$ cat config.mk
export PLATFORM = sky130hd
export DESIGN_NAME = base64_stream_encoder_core
export DESIGN_NICKNAME = d
export VERILOG_FILES = /design/src/b64e_pkg.sv /design/src/b64e_queue.sv /design/src/b64e_front.sv /design/src/b64e_back.sv /design/src/base64_stream_encoder_core.sv
export VERILOG_INCLUDE_DIRS = /design/src /design/src/src
export SDC_FILE = /design/constraint.sdc
export NUM_CORES = 1
export LEC_CHECK = 0
export BUFFER_PORTS_ARGS = -buffer_cell sky130_fd_sc_hd__buf_2
export CAP_MARGIN = 20
export CORE_MARGIN = 2
export CORE_UTILIZATION = 44
export DETAILED_ROUTE_END_ITERATION = 12
export HOLD_SLACK_MARGIN = 0.08
export PLACE_DENSITY_LB_ADDON = 0.1
export SLEW_MARGIN = 30
export SYNTH_ARGS = -nofsm -noshare
export SYNTH_HDL_FRONTEND = slang
export SYNTH_SLANG_ARGS = --single-unit
$ cat constraint.sdc
create_clock -name clock -period 9.4 [get_ports clock]
set_clock_uncertainty 0.1 [all_clocks]
set_input_delay 0 -clock clock [delete_from_list [all_inputs] [get_ports clock]]
set_output_delay 0 -clock clock [all_outputs]
set_load 0.03 [all_outputs]
$ cat src/assert_macros.svh
// Assertion macros shared by the encoder RTL.
`ifndef ASSERT_MACROS_SVH
`define ASSERT_MACROS_SVH
`ifndef ASSERT_OFF
// Property must hold at every clock edge outside reset.
`define ASSERT_ALWAYS(label, clk, rst, prop) \
   label: assert property (@(posedge clk) disable iff (rst) (prop)) \
      else $error("assertion failed");
// When pre holds, post must hold at the next edge.
`define ASSERT_NEXT(label, clk, rst, pre, post) \
   label: assert property (@(posedge clk) disable iff (rst) (pre) |=> (post)) \
      else $error("assertion failed");
`else
`define ASSERT_ALWAYS(label, clk, rst, prop)
`define ASSERT_NEXT(label, clk, rst, pre, post)
`endif
`endif

$ cat src/b64e_pkg.sv
// Types, constants and the character map of the Base64 stream encoder.
`timescale 1ns / 1ps
package b64e_pkg;

   localparam int QUEUE_DEPTH = 2;

   localparam int CSR_INDEX_W = 1;
   localparam int CSR_DATA_W  = 1;
   localparam logic [CSR_INDEX_W-1:0] CSR_URL_ALPHABET = 1'd0;
   localparam logic [CSR_INDEX_W-1:0] CSR_PAD_ENABLE   = 1'd1;

   // Bytes gathered in a group.
   localparam logic [1:0] GROUP_ONE   = 2'd1;
   localparam logic [1:0] GROUP_TWO   = 2'd2;
   localparam logic [1:0] GROUP_THREE = 2'd3;
   localparam logic [1:0] CHAR_IDX_LAST = 2'd3;

   localparam logic [7:0] CHAR_PAD = 8'h3d;

   typedef struct packed {
      logic [7:0] data_byte;
      logic       msg_last;
   } req_word_type;

   typedef struct packed {
      logic [7:0] out_char;
      logic       run_last;
      logic       msg_end;
   } rsp_word_type;

   // One group handed from the front to the back.
   typedef struct packed {
      logic [7:0] byte0;
      logic [7:0] byte1;
      logic [7:0] byte2;
      logic [1:0] nbytes;
      logic       msg_last;
   } group_type;

   function automatic logic [7:0] sextet_char(input logic [5:0] v, input logic url);
      logic [7:0] c;
      if (v < 6'd26) begin
         c = 8'h41 + {2'b00, v};
      end else if (v < 6'd52) begin
         c = 8'h61 + ({2'b00, v} - 8'd26);
      end else if (v < 6'd62) begin
         c = 8'h30 + ({2'b00, v} - 8'd52);
      end else if (v == 6'd62) begin
         c = url ? 8'h2d : 8'h2b;
      end else begin
         c = url ? 8'h5f : 8'h2f;
      end
      return c;
   endfunction

endpackage

$ cat src/b64e_queue.sv
// Short group queue between the byte front and the character back.
`timescale 1ns / 1ps
`include "assert_macros.svh"
module b64e_queue
   import b64e_pkg::*;
#(
   parameter int DEPTH = QUEUE_DEPTH
) (
   input  logic      clock,
   input  logic      reset,
   input  logic      push,
   input  group_type push_group,
   input  logic      pop,
   output logic      full,
   output logic      head_valid,
   output group_type head_group
);

   localparam int PTR_W = (DEPTH > 1) ? $clog2(DEPTH) : 1;
   localparam int CNT_W = $clog2(DEPTH + 1);

   group_type         entries_ff [DEPTH];
   logic [PTR_W-1:0]  wr_ptr_ff, wr_ptr_in;
   logic [PTR_W-1:0]  rd_ptr_ff, rd_ptr_in;
   logic [CNT_W-1:0]  count_ff,  count_in;

   function automatic logic [PTR_W-1:0] ptr_next(input logic [PTR_W-1:0] p);
      return (p == PTR_W'(DEPTH - 1)) ? '0 : p + PTR_W'(1);
   endfunction

   assign full       = (count_ff == CNT_W'(DEPTH));
   assign head_valid = (count_ff != '0);
   assign head_group = entries_ff[rd_ptr_ff];

   always_comb begin
      wr_ptr_in = push ? ptr_next(wr_ptr_ff) : wr_ptr_ff;
      rd_ptr_in = pop  ? ptr_next(rd_ptr_ff) : rd_ptr_ff;
      count_in  = count_ff;
      if (push && !pop) begin
         count_in = count_ff + CNT_W'(1);
      end else if (!push && pop) begin
         count_in = count_ff - CNT_W'(1);
      end
   end

   always_ff @(posedge clock) begin
      if (reset) begin
         wr_ptr_ff <= '0;
         rd_ptr_ff <= '0;
         count_ff  <= '0;
      end else begin
         wr_ptr_ff <= wr_ptr_in;
         rd_ptr_ff <= rd_ptr_in;
         count_ff  <= count_in;
      end
   end

   always_ff @(posedge clock) begin
      if (push) begin
         entries_ff[wr_ptr_ff] <= push_group;
      end
   end

   `ASSERT_ALWAYS(a_no_push_when_full, clock, reset, !(push && full))
   `ASSERT_ALWAYS(a_no_pop_when_empty, clock, reset, !(pop && !head_valid))

endmodule

$ cat src/b64e_front.sv
// Byte front: gathers bytes into groups of up to three and queues them.
`timescale 1ns / 1ps
module b64e_front
   import b64e_pkg::*;
(
   input  logic         clock,
   input  logic         reset,
   input  logic         req_valid,
   input  req_word_type req_word,
   output logic         req_stall,
   input  logic         queue_full,
   output logic         push,
   output group_type    push_group
);

   logic [1:0] held_count_ff, held_count_in;
   logic [7:0] held_first_ff, held_first_in;
   logic [7:0] held_second_ff, held_second_in;
   logic       accept;

   assign req_stall = queue_full;
   assign accept    = req_valid && !queue_full;

   always_comb begin
      push_group.msg_last = req_word.msg_last;
      push_group.byte1    = 8'h00;
      push_group.byte2    = 8'h00;
      case (held_count_ff)
         2'd0: begin
            push_group.byte0  = req_word.data_byte;
            push_group.nbytes = GROUP_ONE;
         end
         2'd1: begin
            push_group.byte0  = held_first_ff;
            push_group.byte1  = req_word.data_byte;
            push_group.nbytes = GROUP_TWO;
         end
         default: begin
            // a count of three never arises; it behaves as two
            push_group.byte0  = held_first_ff;
            push_group.byte1  = held_second_ff;
            push_group.byte2  = req_word.data_byte;
            push_group.nbytes = GROUP_THREE;
         end
      endcase

      push = accept && ((push_group.nbytes == GROUP_THREE) || req_word.msg_last);

      held_count_in  = held_count_ff;
      held_first_in  = held_first_ff;
      held_second_in = held_second_ff;
      if (accept) begin
         held_count_in = push ? 2'd0 : push_group.nbytes;
         if (held_count_ff == 2'd0) begin
            held_first_in = req_word.data_byte;
         end
         if (held_count_ff == 2'd1) begin
            held_second_in = req_word.data_byte;
         end
      end
   end

   always_ff @(posedge clock) begin
      if (reset) begin
         held_count_ff <= 2'd0;
      end else begin
         held_count_ff <= held_count_in;
      end
   end

   always_ff @(posedge clock) begin
      held_first_ff  <= held_first_in;
      held_second_ff <= held_second_in;
   end

endmodule

$ cat src/b64e_back.sv
// Character back: queued groups to Base64, one char a cycle when free.
`timescale 1ns / 1ps
`include "assert_macros.svh"
module b64e_back
   import b64e_pkg::*;
(
   input  logic         clock,
   input  logic         reset,
   input  logic         url_alphabet,
   input  logic         pad_enable,
   input  logic         head_valid,
   input  group_type    head_group,
   output logic         pop,
   output logic         rsp_valid,
   output rsp_word_type rsp_word,
   input  logic         rsp_stall
);

   logic [1:0]   char_idx_ff, char_idx_in;
   logic         rsp_valid_ff, rsp_valid_in;
   rsp_word_type rsp_word_ff, rsp_word_in;
   logic         out_free;
   logic         emit;
   logic [1:0]   last_idx;
   logic [5:0]   sextet;
   logic [7:0]   char_code;

   assign out_free = !rsp_valid_ff || !rsp_stall;
   assign emit     = head_valid && out_free;
   assign last_idx = pad_enable ? CHAR_IDX_LAST : head_group.nbytes;
   assign pop      = emit && (char_idx_ff == last_idx);

   always_comb begin
      case (char_idx_ff)
         2'd0:    sextet = head_group.byte0[7:2];
         2'd1:    sextet = {head_group.byte0[1:0], head_group.byte1[7:4]};
         2'd2:    sextet = {head_group.byte1[3:0], head_group.byte2[7:6]};
         default: sextet = head_group.byte2[5:0];
      endcase
      // positions past the data of a short group are padding
      char_code = (char_idx_ff > head_group.nbytes) ? CHAR_PAD
                                                    : sextet_char(sextet, url_alphabet);

      char_idx_in  = char_idx_ff;
      rsp_valid_in = rsp_valid_ff;
      rsp_word_in  = rsp_word_ff;
      if (emit) begin
         char_idx_in          = pop ? 2'd0 : char_idx_ff + 2'd1;
         rsp_valid_in         = 1'b1;
         rsp_word_in.out_char = char_code;
         rsp_word_in.run_last = pop;
         rsp_word_in.msg_end  = pop && head_group.msg_last;
      end else if (out_free) begin
         rsp_valid_in = 1'b0;
      end
   end

   always_ff @(posedge clock) begin
      if (reset) begin
         char_idx_ff  <= 2'd0;
         rsp_valid_ff <= 1'b0;
      end else begin
         char_idx_ff  <= char_idx_in;
         rsp_valid_ff <= rsp_valid_in;
      end
   end

   always_ff @(posedge clock) begin
      rsp_word_ff <= rsp_word_in;
   end

   assign rsp_valid = rsp_valid_ff;
   assign rsp_word  = rsp_word_ff;

   `ASSERT_ALWAYS(a_mid_group_has_head, clock, reset, (char_idx_ff == 2'd0) || head_valid)
   `ASSERT_ALWAYS(a_end_on_run_last, clock, reset,
                  !(rsp_valid_ff && rsp_word_ff.msg_end && !rsp_word_ff.run_last))
   `ASSERT_NEXT(a_group_kept_until_done, clock, reset, emit && !pop, head_valid)

endmodule

$ cat src/base64_stream_encoder_core.sv
// Top level of the streaming Base64 encoder: front, group queue, back, registers.
`timescale 1ns / 1ps
// Usage
//   req_*  : one message byte per word, msg_last on the final byte of a message.
//            A word is taken on a rising edge with req_valid high and req_stall low.
//   rsp_*  : one ASCII character per word; run_last marks the last character a
//            group caused, msg_end the last character of the message.
//   csr_*  : index 0 url_alphabet (reset 0), index 1 pad_enable (reset 1);
//            written on csr_write_en high; users write only when idle, unchecked.
// A group closed by a taken byte is queued, and its characters then leave through
//   the output register one a cycle while rsp_stall is low.
// Throughput: the back emits one character a cycle while rsp_stall is low, four
//   for each full group of three bytes (two to four for a short final group).
// The front holds up to two bytes and queues closed groups (QUEUE_DEPTH deep);
//   req_stall rises only while that queue is full.
// Reset (synchronous, active high) empties the queue and the output register,
//   drops any held bytes and restores the register defaults.
// A stalled rsp word holds; the back then stops, and the front keeps taking
//   bytes until the queue fills.
module base64_stream_encoder_core
   import b64e_pkg::*;
#(
   parameter int QUEUE_DEPTH_P = QUEUE_DEPTH
) (
   input  logic                   clock,
   input  logic                   reset,
   input  logic                   req_valid,
   input  req_word_type           req_word,
   output logic                   req_stall,
   output logic                   rsp_valid,
   output rsp_word_type           rsp_word,
   input  logic                   rsp_stall,
   input  logic                   csr_write_en,
   input  logic [CSR_INDEX_W-1:0] csr_index,
   input  logic [CSR_DATA_W-1:0]  csr_wdata
);

   logic      url_alphabet_ff, url_alphabet_in;
   logic      pad_enable_ff,   pad_enable_in;
   logic      push;
   group_type push_group;
   logic      pop;
   logic      queue_full;
   logic      head_valid;
   group_type head_group;

   // register file
   always_comb begin
      url_alphabet_in = url_alphabet_ff;
      pad_enable_in   = pad_enable_ff;
      if (csr_write_en) begin
         unique case (csr_index)
            CSR_URL_ALPHABET: url_alphabet_in = csr_wdata[0];
            CSR_PAD_ENABLE:   pad_enable_in   = csr_wdata[0];
         endcase
      end
   end

   always_ff @(posedge clock) begin
      if (reset) begin
         url_alphabet_ff <= 1'b0;
         pad_enable_ff   <= 1'b1;
      end else begin
         url_alphabet_ff <= url_alphabet_in;
         pad_enable_ff   <= pad_enable_in;
      end
   end

   b64e_front u_front (
      .clock      (clock),
      .reset      (reset),
      .req_valid  (req_valid),
      .req_word   (req_word),
      .req_stall  (req_stall),
      .queue_full (queue_full),
      .push       (push),
      .push_group (push_group)
   );

   b64e_queue #(
      .DEPTH (QUEUE_DEPTH_P)
   ) u_queue (
      .clock      (clock),
      .reset      (reset),
      .push       (push),
      .push_group (push_group),
      .pop        (pop),
      .full       (queue_full),
      .head_valid (head_valid),
      .head_group (head_group)
   );

   b64e_back u_back (
      .clock        (clock),
      .reset        (reset),
      .url_alphabet (url_alphabet_ff),
      .pad_enable   (pad_enable_ff),
      .head_valid   (head_valid),
      .head_group   (head_group),
      .pop          (pop),
      .rsp_valid    (rsp_valid),
      .rsp_word     (rsp_word),
      .rsp_stall    (rsp_stall)
   );

endmodule
==> out/qor.yml, run 1 <==
floorplan:
  rows: 36
  start_util: 0.452
  coreArea_mm2: 0.00973
  die_footprint_mm2: 0.0108
  pin_count: 28
  fp.dieW_um: 104
  die_y_um: 104
pwr:
  worst_ir_drop_vdd_mv: 0.0813
  power.total_mw: 1.02
  power_leakage_nw: 1.79
  power-per-cell-area_mw_per_mm2: 206
cts:
  clock_insertion_delay_worst_skew_ns: 0.35
  cts_tree: "yes"
  ctsHtreeMaxLevel: 3
  cts.sink_count: 92
  postCtsSetupBuffers: 0
  clock-root-buffer: "clkbuf_8"
  clockBufferDepth: 2
  tritoncts.num_buffers: 9
  cts.reportedPaths.clkPinSlew_ns: 0.09
timing:
  final.setup.worst_slack_ns: 6.03
  finalMaxSlewViolations: 0
  rsz0062_at_grt: "no"
  maxSlewHeadroom: 0.399
  finalCriticalPeriod_ns: 3.37
  finalSetupViolCount: 0
  max_freq_mhz: 297
  fin_hold_ws_ns: 0.122
  worst_slew_pin_slew_ns: 0.899
  post_route_fraction_of_the_period_consumed_by_the_critical_path: 0.358
  final_hold_viol_count: 0
  setup_tns_ns: 0
place:
  post-dp-hpwl_um: 5730
  gpl.final_weighted_congestion: 0.847
  place_worst_setup_slack_ns: 5.95
  port-buffer-count: 27
  placed_instances: 473
  post_dp_cell_area_mm2: 0.00461
cells_and_area:
  n_antenna_cell: 0
  net_count_final: 395
  area_added_between_synthesis_and_finish_pct: 13.0
  postLayoutCellArea_mm2: 0.00496
  final_layout_size_suffix_gt1_frac: 0.214
  layout.core_utilization: 0.510
  final_cell_count_no_fill: 503
detailed_routing:
  top_signal_layer_used: "met4"
  detail_route.wirelength_um: 8460
  routed-via-count: 2689
  vias_per_cell: 5.35
  wl_per_cell_um: 16.8
  routed-wl-met3_um: 247
  drc: 0
  drt-met1-wl_um: 4130
  number_of_iterations_in_the_first_detailed_routing_pass: 4
  detailed_route_iter0_violations: 187
  detail_route_antenna_nets: 0
  met2_wirelength_um: 3940
global_route:
  gr-usage-all-layers: 0.165
  globalRouteOverflowTotal: 0
  largest_net_degree_at_the_start_of_global_routing: 28
  first_global_vias: 2649
  grt_antenna_before_repair: 0
  grt_first_pass_wirelength_um: 13800
synth:
  synth.ff_latch_count: 92
  async_flop_share: 0
  yosys_warnings: 0
  avgSynthCellArea_um2: 13.5
  synth_most_common_cell: "edfxtp_1"
  netlist_top_cells_count: "edfxtp_1 (80), nand2_1 (18), nor2_1 (15)"
  mappedNetlistArea_mm2: 0.00440
  yosysTopAreaCellShare: 0.547
  synth_fp_nets: 356
  synth_edf_count: 80
  post_synth_num_cell_types: 63
  synth_top_cell_by_area: "edfxtp_1"
  synthTopCellsByArea: "edfxtp_1 (55%), dfxtp_1 (5.5%), ha_1 (4.0%)"
  post_synth_inst_count: 326
  ys_seq_area_frac: 0.601
  dominantRegCellSynth: "edfxtp_1"
critical_path:
  worstSetupStartpointType: "register"
  worstPathRequired_ns: 9.37
  cp_data_arrival_time_ns: 3.34
  worstPathMaxFanout: 11
  timing_worst_setup_path_type: "reg -> reg"
  end_kind: "register"
worst_hold_path:
  hold_class: "in -> reg"
job:
  cap_violations: 0
status:
  outcome: "complete, no violations"
kinds of logic after synthesis:
group           after synthesis  synth area share
buf+inv                      32            0.0396
simple gates                 82             0.102
compound gates               73             0.136
xor+xnor                     10            0.0199
fa+ha+maj                    14            0.0399
mux                          23            0.0612
flops                        92             0.601
power breakdown:
group          internal (mW)  switching [mW]
Sequential             0.482          0.0114
Clock                  0.137           0.133
Combinational         0.0969           0.165
layer usage:
metal | vias to the layer above | track usage
li1 | 1325 | -
met1 | 1299 | 0.224
met2 | 52 | 0.262
met3 | 13 | 0.0282
met4 | 0 | 0.0676
met5 | - | 0
layout make-up:
type | count | area [um^2]
inverter | 17 | 68.8
timing repair buffer | 43 | 290
multi-input combinational | 202 | 1590
clock inverter | 2 | 13.8
fill | 855 | 4760
sequential | 92 | 2640
clock buffer | 14 | 195
tap | 133 | 166
sequential cells by signal, summed over array words and instances (netlist names), named ones only:
name                    flops
u_front.held_first_ff       8
u_back.rsp_valid            1
u_queue.rd_ptr_ff           1
u_queue.count_ff            2
u_back.char_idx_ff          2
u_back.rsp_word            10
pad_enable_ff               1
u_front.held_count_ff       2
u_queue.entries_ff         54
url_alphabet_ff             1
u_front.held_second_ff      8
u_queue.wr_ptr_ff           1
repair_timing:
action | in CTS | in global routing
resized for setup | 0 | 0
hold buffers | 14 | 0
endpoints found under the hold margin | 78 | 0
critical path: stages, from the launching register on:
cell      delay (ns)
dfxtp_1         0.49
inv_1           0.14
ha_1            0.37
a222oi_1        0.45
a211oi_1        0.14
nor2_2          0.33
ha_1            0.42
or3_4           0.22
nand2_2         0.11
nor3_1          0.23
o31ai_2         0.08
path summary, 6_finish.rpt:
path                                      startpoint                                     to  slack, ns  depth (start not counted)
setup reg to reg  u_back.char_idx_ff[1]$_SDFFE_PP0P_       u_back.rsp_word[4]$_SDFFCE_PN1P_       6.03                         10
setup / recovery  u_back.char_idx_ff[1]$_SDFFE_PP0P_       u_back.rsp_word[4]$_SDFFCE_PN1P_       6.03                         10
hold / removal                             req_valid  u_front.held_count_ff[1]$_SDFFE_PP0P_       0.12                          4
hold reg to reg        u_back.rsp_valid$_SDFFE_PP0P_          u_back.rsp_valid$_SDFFE_PP0P_       0.38                          2
cell usage in the layout (no fill, tap or decap), types with 6 or more instances in the layout:
master	n
xnor2_1	7
nand3_1	6
ha_1	14
clkbuf_8	10
dlygate4sd3_1	14
nor2_1	14
nand2_1	18
and2_1	9
dfxtp_1	11
mux2_2	11
buf_2	27
a22oi_1	7
inv_1	12
nor2b_1	7
a21oi_1	13
a22o_1	10
mux2i_1	7
edfxtp_1	80
Note: power is estimated with default switching activity, not from simulation.
==> run 2: changes to the inputs <==
==> constraint.sdc (replaced) <==
create_clock -name clock -period 3.2 [get_ports clock]
set_clock_uncertainty 0.1 [all_clocks]
set_input_delay 0 -clock clock [delete_from_list [all_inputs] [get_ports clock]]
set_output_delay 0 -clock clock [all_outputs]
set_load 0.03 [all_outputs]
==> out/qor.yml, run 2 (synthesized netlist as in run 1, its figures left out) <==
cts:
  clockBufferDepth: 2  # unchanged
  cts.sink_count: 92  # unchanged
  postCtsSetupBuffers: 0  # unchanged
  clock_insertion_delay_worst_skew_ns: 0.35  # about the same
  cts.reportedPaths.clkPinSlew_ns: 0.09  # about the same
  tritoncts.num_buffers: 9  # unchanged
  ctsHtreeMaxLevel: 3  # unchanged
  cts_tree: "yes"  # unchanged
  clock-root-buffer: "clkbuf_8"  # unchanged
detailed_routing:
  detail_route.wirelength_um: 8610  # was 8460 um
  number_of_iterations_in_the_first_detailed_routing_pass: 4  # unchanged
  wl_per_cell_um: 16.7  # was 16.8 um
  routed-via-count: 2742  # was 2689
  detailed_route_iter0_violations: 161  # was 187
  vias_per_cell: 5.31  # was 5.35
  drc: 0  # unchanged
  detail_route_antenna_nets: 0  # unchanged
place:
  post_dp_cell_area_mm2: 0.00469  # was 0.00461 mm^2
  place_worst_setup_slack_ns: 0.0243  # was 5.95 ns
  gpl.final_weighted_congestion: 0.860  # was 0.847
  port-buffer-count: 27  # unchanged
  post-dp-hpwl_um: 5990  # was 5730 um
  placed_instances: 483  # was 473
timing:
  finalSetupViolCount: 0  # unchanged
  final.setup.worst_slack_ns: 0.187  # was 6.03 ns
  finalCriticalPeriod_ns: 3.01  # was 3.37 ns
  post_route_fraction_of_the_period_consumed_by_the_critical_path: 0.941  # was 0.358
  worst_slew_pin_slew_ns: 0.800  # was 0.899 ns
  final_hold_viol_count: 0  # unchanged
  rsz0062_at_grt: "yes"  # was no
  finalMaxSlewViolations: 0  # unchanged
  max_freq_mhz: 332  # was 297 MHz
  maxSlewHeadroom: 0.465  # was 0.399
global_route:
  gr-usage-all-layers: 0.170  # was 0.165
  grt_first_pass_wirelength_um: 14400  # was 13800 um
  largest_net_degree_at_the_start_of_global_routing: 28  # unchanged
  first_global_vias: 2764  # was 2649
  grt_antenna_before_repair: 0  # unchanged
  globalRouteOverflowTotal: 0  # unchanged
worst_hold_path:
  hold_class: "in -> reg"  # unchanged
  worst_hold_path.endpoint: "u_front.held_count_ff[0]$_SDFFE_PP0P_"  # was u_front.held_count_ff[1]$_SDFFE_PP0P_
  hold_path_depth: 4  # unchanged
  worstHoldStart: "req_valid"  # unchanged
pwr:
  worst_ir_drop_vdd_mv: 0.287  # was 0.0813 mV
  pint_mw: 2.01  # was 0.715 mW
  power.share.sequential: 0.493  # was 0.481
  power.share.combinational: 0.278  # was 0.255
  power-per-cell-area_mw_per_mm2: 582  # was 206 mW/mm^2
  power_leakage_nw: 1.83  # was 1.79 nW
  power.total_mw: 2.94  # was 1.02 mW
  clkPwrFrac: 0.228  # was 0.264
  sw_frac_of_total: 0.315  # was 0.302
  total_switching_power_mw: 0.924  # was 0.309 mW
floorplan:
  rows: 36  # unchanged
  start_util: 0.452  # unchanged
  pin_count: 28  # unchanged
  die_footprint_mm2: 0.0108  # unchanged
  coreArea_mm2: 0.00973  # unchanged
  fp.dieW_um: 104  # unchanged
  die_y_um: 104  # unchanged
cells_and_area:
  n_antenna_cell: 0  # unchanged
  layout.core_utilization: 0.518  # was 0.510
  largest_register_ff_count: 54  # unchanged
  layout_common_cells: "edfxtp_1 (80), buf_2 (27), nand2_1 (18)"  # unchanged
  num-fill-cells: 881  # was 855
  postLayoutCellArea_mm2: 0.00504  # was 0.00496 mm^2
  max_flop_register: "u_queue.entries_ff"  # unchanged
  final_common_cell: "edfxtp_1"  # unchanged
  net_count_final: 408  # was 395
  final_layout_size_suffix_gt1_frac: 0.245  # was 0.214
  area_added_between_synthesis_and_finish_pct: 14.7  # was 13.0%
  final_cell_count_no_fill: 516  # was 503
critical_path:
  worstPathRequired_ns: 3.21  # was 9.37 ns
  worstPathMaxFanout: 11  # unchanged
  end_kind: "register"  # unchanged
  worst-r2r-cell-count: 10  # unchanged
  worstSetupStartpointType: "register"  # unchanged
  setup.reg_to_reg.worst_slack_ns: 0.19  # was 6.03 ns
  r2r-start: "u_back.char_idx_ff[0]$_SDFFE_PP0P_"  # was u_back.char_idx_ff[1]$_SDFFE_PP0P_
  cp_data_arrival_time_ns: 3.02  # was 3.34 ns
  timing_worst_setup_path_type: "reg -> reg"  # unchanged
  critical_register_to_register_path_endpoint: "u_back.rsp_word[8]$_SDFFCE_PN0P_"  # was u_back.rsp_word[4]$_SDFFCE_PN1P_
status:
  outcome: "complete, no violations"  # unchanged
job:
  cap_violations: 0  # unchanged
==> run 2: cell count changes in the layout (fill, tap and decap cells not counted), sizes merged <==
cell	delta
dlygate4sd3	+3
clkinv	+4
buf	+10
clkinvlp	+1
clkbuf	-5
==> run 2: area by class of cell <==
class / instances / area, um^2 / share of cell area
sequential: 92 / 2650 / 0.524
clock inverter: 7 / 42.5 / 0.00843
clock buffer: 9 / 124 / 0.0246
timing repair buffer: 56 / 395 / 0.0784
tap: 133 / 166 / 0.0330
inverter: 17 / 68.8 / 0.0136
multi-input combinational: 202 / 1600 / 0.318
==> run 2: power by group through the flow <==
stage	registers, mW	logic (mW)	clock network [mW]
2_1_floorplan	1.53	0.548	0
3_3_place_gp	1.48	0.789	0
3_5_place_dp	1.48	0.792	0
4_1_cts	1.45	0.813	0.699
5_1_grt	1.46	0.897	0.746
6_report	1.45	0.818	0.671
==> run 2: how the worst max path moves through the flow <==
| stage | slack [ns] | cells past startpoint | endpoint | startpoint |
|---|---|---|---|---|
| 2_1_floorplan | 0.38 | 12 | u_back.rsp_word[9]$_SDFFCE_PN0P_ | u_back.char_idx_ff[0]$_SDFFE_PP0P_ |
| 3_3_place_gp | 0.008 | 11 | u_back.rsp_word[6]$_SDFFCE_PN1P_ | u_back.char_idx_ff[0]$_SDFFE_PP0P_ |
| 3_5_place_dp | 0.02 | 11 | u_back.rsp_word[6]$_SDFFCE_PN1P_ | u_back.char_idx_ff[0]$_SDFFE_PP0P_ |
| 4_1_cts | 0.02 | 11 | u_back.rsp_word[6]$_SDFFCE_PN1P_ | u_back.char_idx_ff[0]$_SDFFE_PP0P_ |
| 5_1_grt | -0.03 | 11 | u_back.rsp_word[6]$_SDFFCE_PN1P_ | u_back.char_idx_ff[0]$_SDFFE_PP0P_ |
| 6_report | 0.19 | 10 | u_back.rsp_word[8]$_SDFFCE_PN0P_ | u_back.char_idx_ff[0]$_SDFFE_PP0P_ |
==> run 2: timing repair <==
action                     in CTS  in global routing
setup endpoints to repair       0                  7
hold endpoints to repair       78                  0
hold buffers                   17                  0
gates resized for setup         0                  7
==> run 2: metrics by stage <==
step | TNS (ns) | hold slack (ns)
2_1_floorplan | 0 | -0.0309
3_3_place_gp | 0 | 0.122
3_5_place_dp | 0 | 0.124
4_1_cts | 0 | 0.152
5_1_grt | -0.0259 | 0.194
6_report | 0 | 0.163
==> run 2: worst max-delay path: stages, from the launching register on <==
cell      delay [ns]
dfxtp_2         0.36
inv_1           0.18
ha_2            0.32
a222oi_1        0.15
a211oi_1        0.29
nor2_2          0.09
ha_1            0.34
or3_4           0.46
a211oi_1        0.25
a211oi_1        0.11
o41a_1          0.13
==> run 2: routing by layer <==
metal	share of wire	global-route usage	vias up
met2	0.48	0.273	55
li1	-	-	1352
met5	0	0	-
met3	0.030	0.0332	17
met1	0.47	0.228	1318
met4	0.022	0.0695	0
